--- config.mk ---
export PLATFORM = sky130hd
export DESIGN_NAME = audio_peak_normalizer_top
export DESIGN_NICKNAME = d
export VERILOG_FILES = /design/src/apn_pkg.sv /design/src/apn_ctrl.sv /design/src/apn_datapath.sv /design/src/audio_peak_normalizer_top.sv
export SDC_FILE = /design/constraint.sdc
export NUM_CORES = 1
export LEC_CHECK = 0
export ABC_AREA = 1
export BUFFER_PORTS_ARGS = -buffer_cell sky130_fd_sc_hd__buf_2
export CORE_MARGIN = 2
export CORE_UTILIZATION = 50
export DETAILED_ROUTE_END_ITERATION = 6
export MAX_ROUTING_LAYER = met4
export PLACE_DENSITY = 0.68
export SLEW_MARGIN = 10
export SYNTH_ARGS = -nofsm -noshare
export SYNTH_HDL_FRONTEND = slang
export SYNTH_SLANG_ARGS = --single-unit
export TNS_END_PERCENT = 1
--- constraint.sdc ---
create_clock -name clk -period 6.9 [get_ports clk]
set_input_delay 0.345 -clock clk [delete_from_list [all_inputs] [get_ports clk]]
set_output_delay 0.345 -clock clk [all_outputs]
set_load 0.05 [all_outputs]
--- src/apn_pkg.sv ---
// Shared types and constants for the audio peak normalizer.
package apn_pkg;

    // Meaning of the command flag carried in the input tuser.
    localparam logic CMD_MEASURE = 1'b0;
    localparam logic CMD_SCALE   = 1'b1;

    // Bit positions in the input tuser.
    localparam int TUSER_CMD_BIT   = 0;
    localparam int TUSER_START_BIT = 1;
    localparam int IN_TUSER_W      = 2;

    // Gain register.
    localparam int         GAIN_BITS  = 8;
    localparam logic [7:0] GAIN_RESET = 8'd1;

    // Commands from the controller to the datapath.
    typedef struct packed {
        logic measure;    // fold the incoming sample into the peak
        logic load_scale; // capture the incoming sample for scaling
        logic mul_full;   // magnitude times full scale
        logic mul_gain;   // times gain, and load the divider
        logic div_step;   // one quotient bit
        logic out_load;   // move the finished result to the output register
    } apn_cmd_t;

    // Status from the datapath to the controller.
    typedef struct packed {
        logic div_last;   // the current divider step is the last one
        logic out_free;   // the output register can take a result this cycle
    } apn_sts_t;

endpackage

--- src/apn_ctrl.sv ---
// Controller state machine of the audio peak normalizer.
module apn_ctrl (
    input  logic             clk,
    input  logic             rst_n,
    input  logic             in_valid,
    input  logic             in_command,
    output logic             in_ready,
    input  apn_pkg::apn_sts_t sts,
    output apn_pkg::apn_cmd_t cmd
);

    typedef enum logic [2:0] {
        ST_IDLE,
        ST_MUL_FULL,
        ST_MUL_GAIN,
        ST_DIVIDE,
        ST_FINISH
    } state_t;

    state_t state_reg, state_next;
    logic   ready_reg, ready_next;
    logic   in_fire;

    assign in_fire  = in_valid && ready_reg;
    assign in_ready = ready_reg;

    // Next state and commands.
    always_comb
    begin
        state_next = state_reg;
        ready_next = ready_reg;
        cmd        = '0;
        case (state_reg)
            ST_IDLE:
            begin
                if (in_fire)
                begin
                    if (in_command == apn_pkg::CMD_SCALE)
                    begin
                        cmd.load_scale = 1'b1;
                        state_next     = ST_MUL_FULL;
                        ready_next     = 1'b0;
                    end
                    else
                    begin
                        cmd.measure = 1'b1;
                    end
                end
            end
            ST_MUL_FULL:
            begin
                cmd.mul_full = 1'b1;
                state_next   = ST_MUL_GAIN;
            end
            ST_MUL_GAIN:
            begin
                cmd.mul_gain = 1'b1;
                state_next   = ST_DIVIDE;
            end
            ST_DIVIDE:
            begin
                cmd.div_step = 1'b1;
                if (sts.div_last)
                begin
                    state_next = ST_FINISH;
                end
            end
            ST_FINISH:
            begin
                if (sts.out_free)
                begin
                    cmd.out_load = 1'b1;
                    state_next   = ST_IDLE;
                    ready_next   = 1'b1;
                end
            end
            default:
            begin
                state_next = ST_IDLE;
                ready_next = 1'b1;
            end
        endcase
    end

    // State and registered ready.
    always_ff @(posedge clk or negedge rst_n)
    begin
        if (!rst_n)
        begin
            state_reg <= ST_IDLE;
            ready_reg <= 1'b1;
        end
        else
        begin
            state_reg <= state_next;
            ready_reg <= ready_next;
        end
    end

endmodule

--- src/apn_datapath.sv ---
// Datapath of the audio peak normalizer: peak, gain, multipliers, divider, output.
module apn_datapath #(
    parameter int SAMPLE_BITS = 16
) (
    input  logic                   clk,
    input  logic                   rst_n,
    input  apn_pkg::apn_cmd_t      cmd,
    output apn_pkg::apn_sts_t      sts,
    input  logic [SAMPLE_BITS-1:0] in_sample,
    input  logic                   in_start,
    input  logic                   cfg_we,
    input  logic [apn_pkg::GAIN_BITS-1:0] cfg_gain,
    input  logic                   out_ready,
    output logic                   out_valid,
    output logic [SAMPLE_BITS-1:0] out_sample,
    output logic                   out_sat
);

    localparam int B      = SAMPLE_BITS;
    localparam int PROD_W = 2 * B - 2;
    localparam int NUM_W  = PROD_W + apn_pkg::GAIN_BITS;
    localparam int CNT_W  = $clog2(NUM_W + 1);

    localparam logic [B-1:0]     FULL      = {1'b0, {(B-1){1'b1}}};
    localparam logic [B-1:0]     LIMIT_NEG = {1'b1, {(B-1){1'b0}}};
    localparam logic [CNT_W-1:0] STEPS     = CNT_W'(NUM_W);

    logic [apn_pkg::GAIN_BITS-1:0] gain_reg;
    logic [B-1:0]       peak_reg, peak_next;
    logic [B-1:0]       mag_reg;
    logic               neg_reg;
    logic [PROD_W-1:0]  prod_reg;
    logic [B-1:0]       rem_reg, rem_next;
    logic [NUM_W-1:0]   quo_reg, quo_next;
    logic [CNT_W-1:0]   cnt_reg;
    logic               out_valid_reg;
    logic [B-1:0]       out_sample_reg;
    logic               out_sat_reg;

    logic [B-1:0]       in_mag;
    logic [2*B-1:0]     prod_wide;
    logic [NUM_W-1:0]   num_wide;
    logic [B:0]         rem_shift;
    logic               take;
    logic [B-1:0]       limit;
    logic               over;
    logic               peak_zero;
    logic [B-1:0]       res_mag;
    logic [B-1:0]       res_value;
    logic               res_sat;

    // Magnitude of the incoming sample; the most negative code maps to 2^(B-1).
    assign in_mag = in_sample[B-1] ? (~in_sample + 1'b1) : in_sample;

    // Peak update for a measure item.
    always_comb
    begin
        peak_next = in_start ? '0 : peak_reg;
        if (in_mag > peak_next)
        begin
            peak_next = in_mag;
        end
    end

    // Products: magnitude times full scale, then times gain.
    assign prod_wide = mag_reg * FULL;
    assign num_wide  = NUM_W'(prod_reg) * NUM_W'(gain_reg);

    // One restoring division step of the numerator by the peak.
    assign rem_shift = {rem_reg, quo_reg[NUM_W-1]};
    assign take      = rem_shift >= {1'b0, peak_reg};
    assign rem_next  = take ? (rem_shift[B-1:0] - peak_reg) : rem_shift[B-1:0];
    assign quo_next  = {quo_reg[NUM_W-2:0], take};

    // Saturation and sign of the finished quotient.
    assign peak_zero = peak_reg == '0;
    assign limit     = neg_reg ? LIMIT_NEG : FULL;
    assign over      = quo_reg > {{(NUM_W-B){1'b0}}, limit};
    assign res_sat   = !peak_zero && over;
    always_comb
    begin
        if (peak_zero)
        begin
            res_mag = '0;
        end
        else if (over)
        begin
            res_mag = limit;
        end
        else
        begin
            res_mag = quo_reg[B-1:0];
        end
    end
    assign res_value = neg_reg ? (~res_mag + 1'b1) : res_mag;

    // Control state: gain, peak, step counter and output valid.
    always_ff @(posedge clk or negedge rst_n)
    begin
        if (!rst_n)
        begin
            gain_reg      <= apn_pkg::GAIN_RESET;
            peak_reg      <= '0;
            cnt_reg       <= '0;
            out_valid_reg <= 1'b0;
        end
        else
        begin
            if (cfg_we)
            begin
                gain_reg <= cfg_gain;
            end
            if (cmd.measure)
            begin
                peak_reg <= peak_next;
            end
            if (cmd.mul_gain)
            begin
                cnt_reg <= STEPS;
            end
            else if (cmd.div_step)
            begin
                cnt_reg <= cnt_reg - 1'b1;
            end
            if (cmd.out_load)
            begin
                out_valid_reg <= 1'b1;
            end
            else if (out_ready)
            begin
                out_valid_reg <= 1'b0;
            end
        end
    end

    // Working registers of one scale item.
    always_ff @(posedge clk)
    begin
        if (cmd.load_scale)
        begin
            mag_reg <= in_mag;
            neg_reg <= in_sample[B-1];
        end
        if (cmd.mul_full)
        begin
            prod_reg <= prod_wide[PROD_W-1:0];
        end
        if (cmd.mul_gain)
        begin
            quo_reg <= num_wide;
            rem_reg <= '0;
        end
        else if (cmd.div_step)
        begin
            quo_reg <= quo_next;
            rem_reg <= rem_next;
        end
        if (cmd.out_load)
        begin
            out_sample_reg <= res_value;
            out_sat_reg    <= res_sat;
        end
    end

    assign sts.div_last = cnt_reg == CNT_W'(1);
    assign sts.out_free = !out_valid_reg || out_ready;

    assign out_valid  = out_valid_reg;
    assign out_sample = out_sample_reg;
    assign out_sat    = out_sat_reg;

endmodule

--- src/audio_peak_normalizer_top.sv ---
// Top level of the audio peak normalizer.
//
//  Channel  Direction  Handshake                    Contents
//  s_*      in         s_tvalid / s_tready          tdata: sample; tuser: command, start_req
//  m_*      out        m_tvalid / m_tready          tdata: scaled_sample; tuser: saturated
//  cfg_*    in         cfg_valid / cfg_ready        cfg_data: gain
//
// A measure item updates the peak at its accepting edge.
// A scale item holds off further items from acceptance until its result is loaded
// into the output register, passing the two multiplies and the restoring divider that
// yields one quotient bit per cycle over the 2*SAMPLE_BITS+6 bit numerator.
// A result waits in the output register while the next items are accepted;
// only a second finished result stalls until that register is taken.
// Reset sets gain to 1, clears the peak and empties the output register.
module audio_peak_normalizer_top #(
    parameter int SAMPLE_BITS = 16
) (
    input  logic clk,
    input  logic rst_n,
    // Input items.
    input  logic s_tvalid,
    output logic s_tready,
    input  logic [((SAMPLE_BITS+7)/8)*8-1:0] s_tdata, // sample, zero padding
    input  logic [apn_pkg::IN_TUSER_W-1:0]   s_tuser, // command, start_req
    // Result items.
    output logic m_tvalid,
    input  logic m_tready,
    output logic [((SAMPLE_BITS+7)/8)*8-1:0] m_tdata, // scaled_sample, zero padding
    output logic [0:0]                       m_tuser, // saturated
    // Gain register write.
    input  logic cfg_valid,
    output logic cfg_ready,
    input  logic [apn_pkg::GAIN_BITS-1:0]    cfg_data
);

    localparam int DATA_W = ((SAMPLE_BITS + 7) / 8) * 8;

    apn_pkg::apn_cmd_t      cmd;
    apn_pkg::apn_sts_t      sts;
    logic [SAMPLE_BITS-1:0] out_sample;
    logic                   out_sat;

    assign cfg_ready = 1'b1;

    apn_ctrl u_ctrl (
        .clk        (clk),
        .rst_n      (rst_n),
        .in_valid   (s_tvalid),
        .in_command (s_tuser[apn_pkg::TUSER_CMD_BIT]),
        .in_ready   (s_tready),
        .sts        (sts),
        .cmd        (cmd)
    );

    apn_datapath #(
        .SAMPLE_BITS (SAMPLE_BITS)
    ) u_datapath (
        .clk        (clk),
        .rst_n      (rst_n),
        .cmd        (cmd),
        .sts        (sts),
        .in_sample  (s_tdata[SAMPLE_BITS-1:0]),
        .in_start   (s_tuser[apn_pkg::TUSER_START_BIT]),
        .cfg_we     (cfg_valid),
        .cfg_gain   (cfg_data),
        .out_ready  (m_tready),
        .out_valid  (m_tvalid),
        .out_sample (out_sample),
        .out_sat    (out_sat)
    );

    // Pack the result item.
    assign m_tdata    = DATA_W'(out_sample);
    assign m_tuser[0] = out_sat;

endmodule

---- Word-level counts from Yosys, hierarchy flattened ----
Index checks and enable logic that the tools add are counted.
operators by class
  $add $sub $neg .......................... 4
  $mul .................................... 2
  magnitude comparators ................... 3
  equality and inequality tests ........... 9
  mux-type cells .......................... 32
  bitwise logic cells ..................... 3
  reductions and logical operators ........ 12
operator list
  operator                  number
  $mux W16                  8
  $mux W38                  2
  $gt A38 B16 Y1            1
  $mul A30 B8 Y38           1
  $add A16 B1 Y16 const B   2
  $not A16 Y16              2
  $mul A16 B15 Y30 const B  1
  $ge A17 B16 Y1            1
  $gt A16 B16 Y1            1
  $logic_not A16 Y1         1
  $sub A16 B16 Y16          1
  $pmux W3 S5               1
  $mux W1                   12
  $mux W3                   4
  $mux W6                   2
  $reduce_and A4 Y1         2
  $eq A3 B2 Y1 const B      2
  $eq A6 B1 Y1 const B      1
  $ne A2 B2 Y1 const B      3
  $sub A6 B1 Y6 const B     1
  $mux W2                   2
  $reduce_bool A2 Y1        2
  $eq A3 B1 Y1 const B      1
  $eq A3 B3 Y1 const B      1
  other kinds (8)           10
storage, ports and cells
  register bits ........................... 153
  bits of input ports ..................... 31
  output and inout port bits .............. 20
  logic and storage cells ................. 78

---- Logic depth before layout (Yosys ltp) ----
  word-level depth ........................ 7
  mapped depth ............................ 25
  mapped depth without buffers ............ 24

---- By module ----
A second synthesis with hierarchy kept.
second synthesis, totals
  cells, all modules ...................... 2649
  area, all modules ....................... 21328.0 um^2
modules (own cells, without submodules)
  module                     times used  cells an instance  area an instance (um^2)  seq. area each (um^2)
  apn_datapath               1           2604               21028.9                  4160.2
  apn_ctrl                   1           43                 287.8                    101.3
  audio_peak_normalizer_top  1           2                  11.3                     0.0

---- Least setup slack after synthesis ----
Ideal clock, no wire load.
  kind .................................... reg-to-reg
  start ................................... register u_datapath.mag_reg[8]
  end ..................................... register u_datapath.prod_reg[24] (data pin)
  setup time .............................. 0.258 ns
  arrival time ............................ 5.041 ns
  required time ........................... 6.642 ns
  setup slack ............................. 1.601 ns
  cell stages (with the launch flop) ...... 21
  buffers on the path ..................... 0
  clock period less this slack ............ 5.299 ns
  cells stage by stage .................... edfxtp_1 -> fa_1 -> inv_1 -> fa_1 -> inv_1 -> fa_1 -> inv_1 -> fa_1 -> inv_1 -> fa_1 -> fa_1 -> ha_1 -> nand2_1 -> nor2_1 -> nand3_1 -> nand3_1 -> nand2_1 -> o211a_1 -> o21bai_1 -> a21oi_1 -> xnor2_1
between the ends
  cells in the longest elaborated chain, start to end .. 1
ends and longest elaborated chain
  what                          RTL line             RTL
  start: declaration            apn_datapath.sv:30   logic [B-1:0] mag_reg;
  start signal: assignment      apn_datapath.sv:141  mag_reg <= in_mag;
  $mul A16 B15 Y30              apn_datapath.sv:66   assign prod_wide = mag_reg * FULL;
  via u_datapath.prod_wide[24]  apn_datapath.sv:41   logic [2*B-1:0] prod_wide;
  end signal: assignment        apn_datapath.sv:146  prod_reg <= prod_wide[PROD_W-1:0];
  end: declaration              apn_datapath.sv:32   logic [PROD_W-1:0] prod_reg;
The timed path passes the listed nets, and every way through them passes these cells.
A chain may end at the register's enable or synchronous reset.

---- Worst setup path after layout ----
  start ................................... register u_datapath.mag_reg[0]
  end ..................................... register u_datapath.prod_reg[23] (data pin)
The elaborated chain is that of the path after synthesis.

==> results_dict.tcl <==
set metrics [dict create \
    r2r-start "u_datapath.mag_reg[0]$_DFFE_PP_" \
    slew_violations 0 \
    path_clk_slew_ns 0.07 \
    setup_tns_ns 0 \
    largest_reg_flops 38 \
    avgRoutedWirePerCell_um 16.2 \
    vias 16500 \
    path_class "register to register" \
    synth_edf_count 102 \
    ant_nets 0 \
    grt_max_degree 46 \
    worstPathMaxFanout 7 \
    initial_utilization_pct 50.6 \
    numClockSinks 153 \
    vias_per_cell 5.20 \
    worstSetupStartpointType "register" \
    dp_hpwl_um 42400 \
    postCtsSetupRepairBufs 0 \
    finalWirelength_um 51500 \
    grt_pass1_wl_um 85900 \
    rsz0062_at_grt "no" \
    drive_gt1_share_pct 6.22 \
    yosys_warnings 0 \
    rows 75 \
    synth_area_um2 21200 \
    cts-htree-levels 4 \
    drt-initial-drc-count 991 \
    pin_count 51 \
    cts.hold.buffers_added 0 \
    synth-simple-area-share_pct 17.7 \
    yosys-top-cells-count "nand2_1 (621), inv_1 (618), fa_1 (272)" \
    ys_types 62 \
    maxCapViolCount 0 \
    fmax_ghz 0.172 \
    synth-xor-area-share_pct 3.91 \
    diodes 0 \
    ys.flop_type "edfxtp_1" \
    die-area_um2 44100 \
    numPortBuffers 49 \
    layout.cells.non_filler 3175 \
    setup_viol 0 \
    hold_violations 0 \
    grt_usage_pct 25.5 \
    cts_resized 0 \
    synth_nets 3118 \
    ys_ff_latch 153 \
    synth_top_family_by_area "adder cells" \
    cts_tree "done" \
    muxShareOfSynthArea_pct 0.424 \
    maxSlewHeadroom_pct 22.4 \
    finalCriticalPeriod_ns 5.81 \
    clockBufferDepth 2 \
    fin_skew_ns 0.0164 \
    synth-compound-area-share_pct 7.85 \
    place_inst 3143 \
    netlist_instances 2619 \
    fp.dieH_um 210 \
    min_period_over_period_pct 84.2 \
    syn_to_final_growth_pct 6.22 \
    synth_top_area_share_pct 25.6 \
    gr-total-overflow 0 \
    status "complete, no violations" \
    routabilityCongestion 0.940 \
    die_w_um 210 \
    drc_errors 0 \
    final_nets 3122 \
    async_flop_share_pct 22.9 \
    cts_root_buf "clkbuf_16" \
    grt_antenna_before_repair 0 \
    drt-pass1-iter-count 7 \
    coreArea_um2 41900 \
    required_ns 7.10 \
    cts_buffers 17 \
    cp.arrival_ns 6.01 \
    avgSynthCellArea_um2 8.11 \
    fin_util_pct 53.8 \
    hp-class "primary input to asynchronous set/reset pin" \
    yosysSeqAreaShare_pct 20.1 \
    tightest_slew_ns 1.16 \
    synth-adder-area-share_pct 37.2 \
    critPathCaptureType "register" \
    grt_pass1_vias 17100 \
    synth_area_leaders "fa_1 (26%), edfxtp_1 (14%), ha_1 (12%), nand2_1 (11%), inv_1 (11%)" \
    startpoint "u_datapath.mag_reg[0]$_DFFE_PP_" \
    synth.most_common_cell "nand2_1" \
    synth_top_area_cell "fa_1" \
    clock_latency_ns 0.46 \
]
-- path summary, 6_finish.rpt --
path / end / slack (ns) / cells after the start
setup / recovery: u_datapath.prod_reg[23]$_DFFE_PP_ / 1.09 / 18
hold / removal: u_datapath.peak_reg[13]$_DFFE_PN0P_ / 0.04 / 1
setup reg to reg: u_datapath.prod_reg[23]$_DFFE_PP_ / 1.09 / 18
hold reg to reg: u_datapath.rem_reg[15]$_SDFFE_PP0P_ / 0.47 / 2
max in group asynchronous: u_datapath.gain_reg[3]$_DFFE_PN0P_ / 6.19 / 1
min in group clk: u_datapath.mag_reg[0]$_DFFE_PP_ / 0.08 / 1
-- cell usage in the layout (no fill, tap or decap), types with 3 or more instances in the layout --
master,netlist,final
a21boi_0,5,5
a21o_1,12,12
a21oi_1,101,101
a31oi_1,13,13
buf_2,6,49
buf_4,2,18
clkbuf_16,0,17
clkinv_8,0,7
dfrtp_1,33,32
dfxtp_1,16,16
edfxtp_1,102,102
fa_1,272,272
ha_1,196,196
inv_1,618,618
inv_2,3,3
inv_8,0,3
mux2_2,8,8
nand2_1,621,621
nand2_2,18,18
nand2_4,5,5
nand3_1,67,67
nand3b_1,10,10
nand4_1,16,16
nor2_1,120,119
nor2_2,6,6
nor2_4,2,3
nor3_1,17,14
nor3_2,1,4
o211ai_1,20,20
o21ai_0,96,96
o21ai_1,9,9
o21bai_1,11,11
o221ai_1,4,4
o31ai_1,6,6
or2_1,3,3
or2_2,5,5
xnor2_1,40,40
xor2_1,53,53
-- through the flow --
stage	worst slack (ns)	hold slack, ns	area, um2
detailed placement	1.02	0.451	21900
global placement	1.01	0.448	21900
floorplan	1.60	0.0494	21200
CTS	1.01	0.0486	22600
finish	1.09	0.0364	22600
global route	0.651	0.0733	22600
-- worst max-delay path, stage by stage, from the launching register on --
cell      delay, ns
edfxtp_1       0.57
fa_1           0.67
xor2_1         0.36
ha_1           0.32
inv_1          0.07
fa_1           0.41
inv_1          0.10
fa_1           0.43
fa_1           0.48
fa_1           0.50
ha_1           0.40
a21oi_1        0.20
o21ai_0        0.14
o21bai_1       0.20
a21oi_1        0.26
o21bai_1       0.16
nand3_1        0.09
nand2_1        0.06
xor2_1         0.14
-- final cells by class --
cell class                      instances  area [um2]
Fill cell                            3969       19400
Multi-Input combinational cell       1762       14300
Sequential cell                       153        4260
Inverter                              622        2330
Tap cell                              539         674
Clock buffer                           17         425
Timing Repair Buffer                   67         380
Clock inverter                         15         199
-- metal layers --
metal | GRT usage [%] | vias up | routed length [um]
met4 | 8.12 | 0 | 1500
met3 | 2.92 | 91 | 2180
met5 | - | - | 0
li1 | - | 8019 | -
met1 | 32.1 | 8035 | 22200
met2 | 43.1 | 364 | 25600
-- logic make-up (layout without fill, tap and decap cells) --
group / count (synthesis) / in the layout
AND/OR/NAND/NOR: 901 / 901
AO/OA/AOI/OAI: 290 / 290
flip-flops: 153 / 153
multiplexers: 8 / 8
buffers and inverters: 704 / 721
XOR/XNOR: 94 / 94
other: 1 / 1
adder cells (fa/ha/maj): 468 / 468
Power is not shown: default switching activity piles up to over one toggle a cycle in this logic, so the estimate is an artifact.
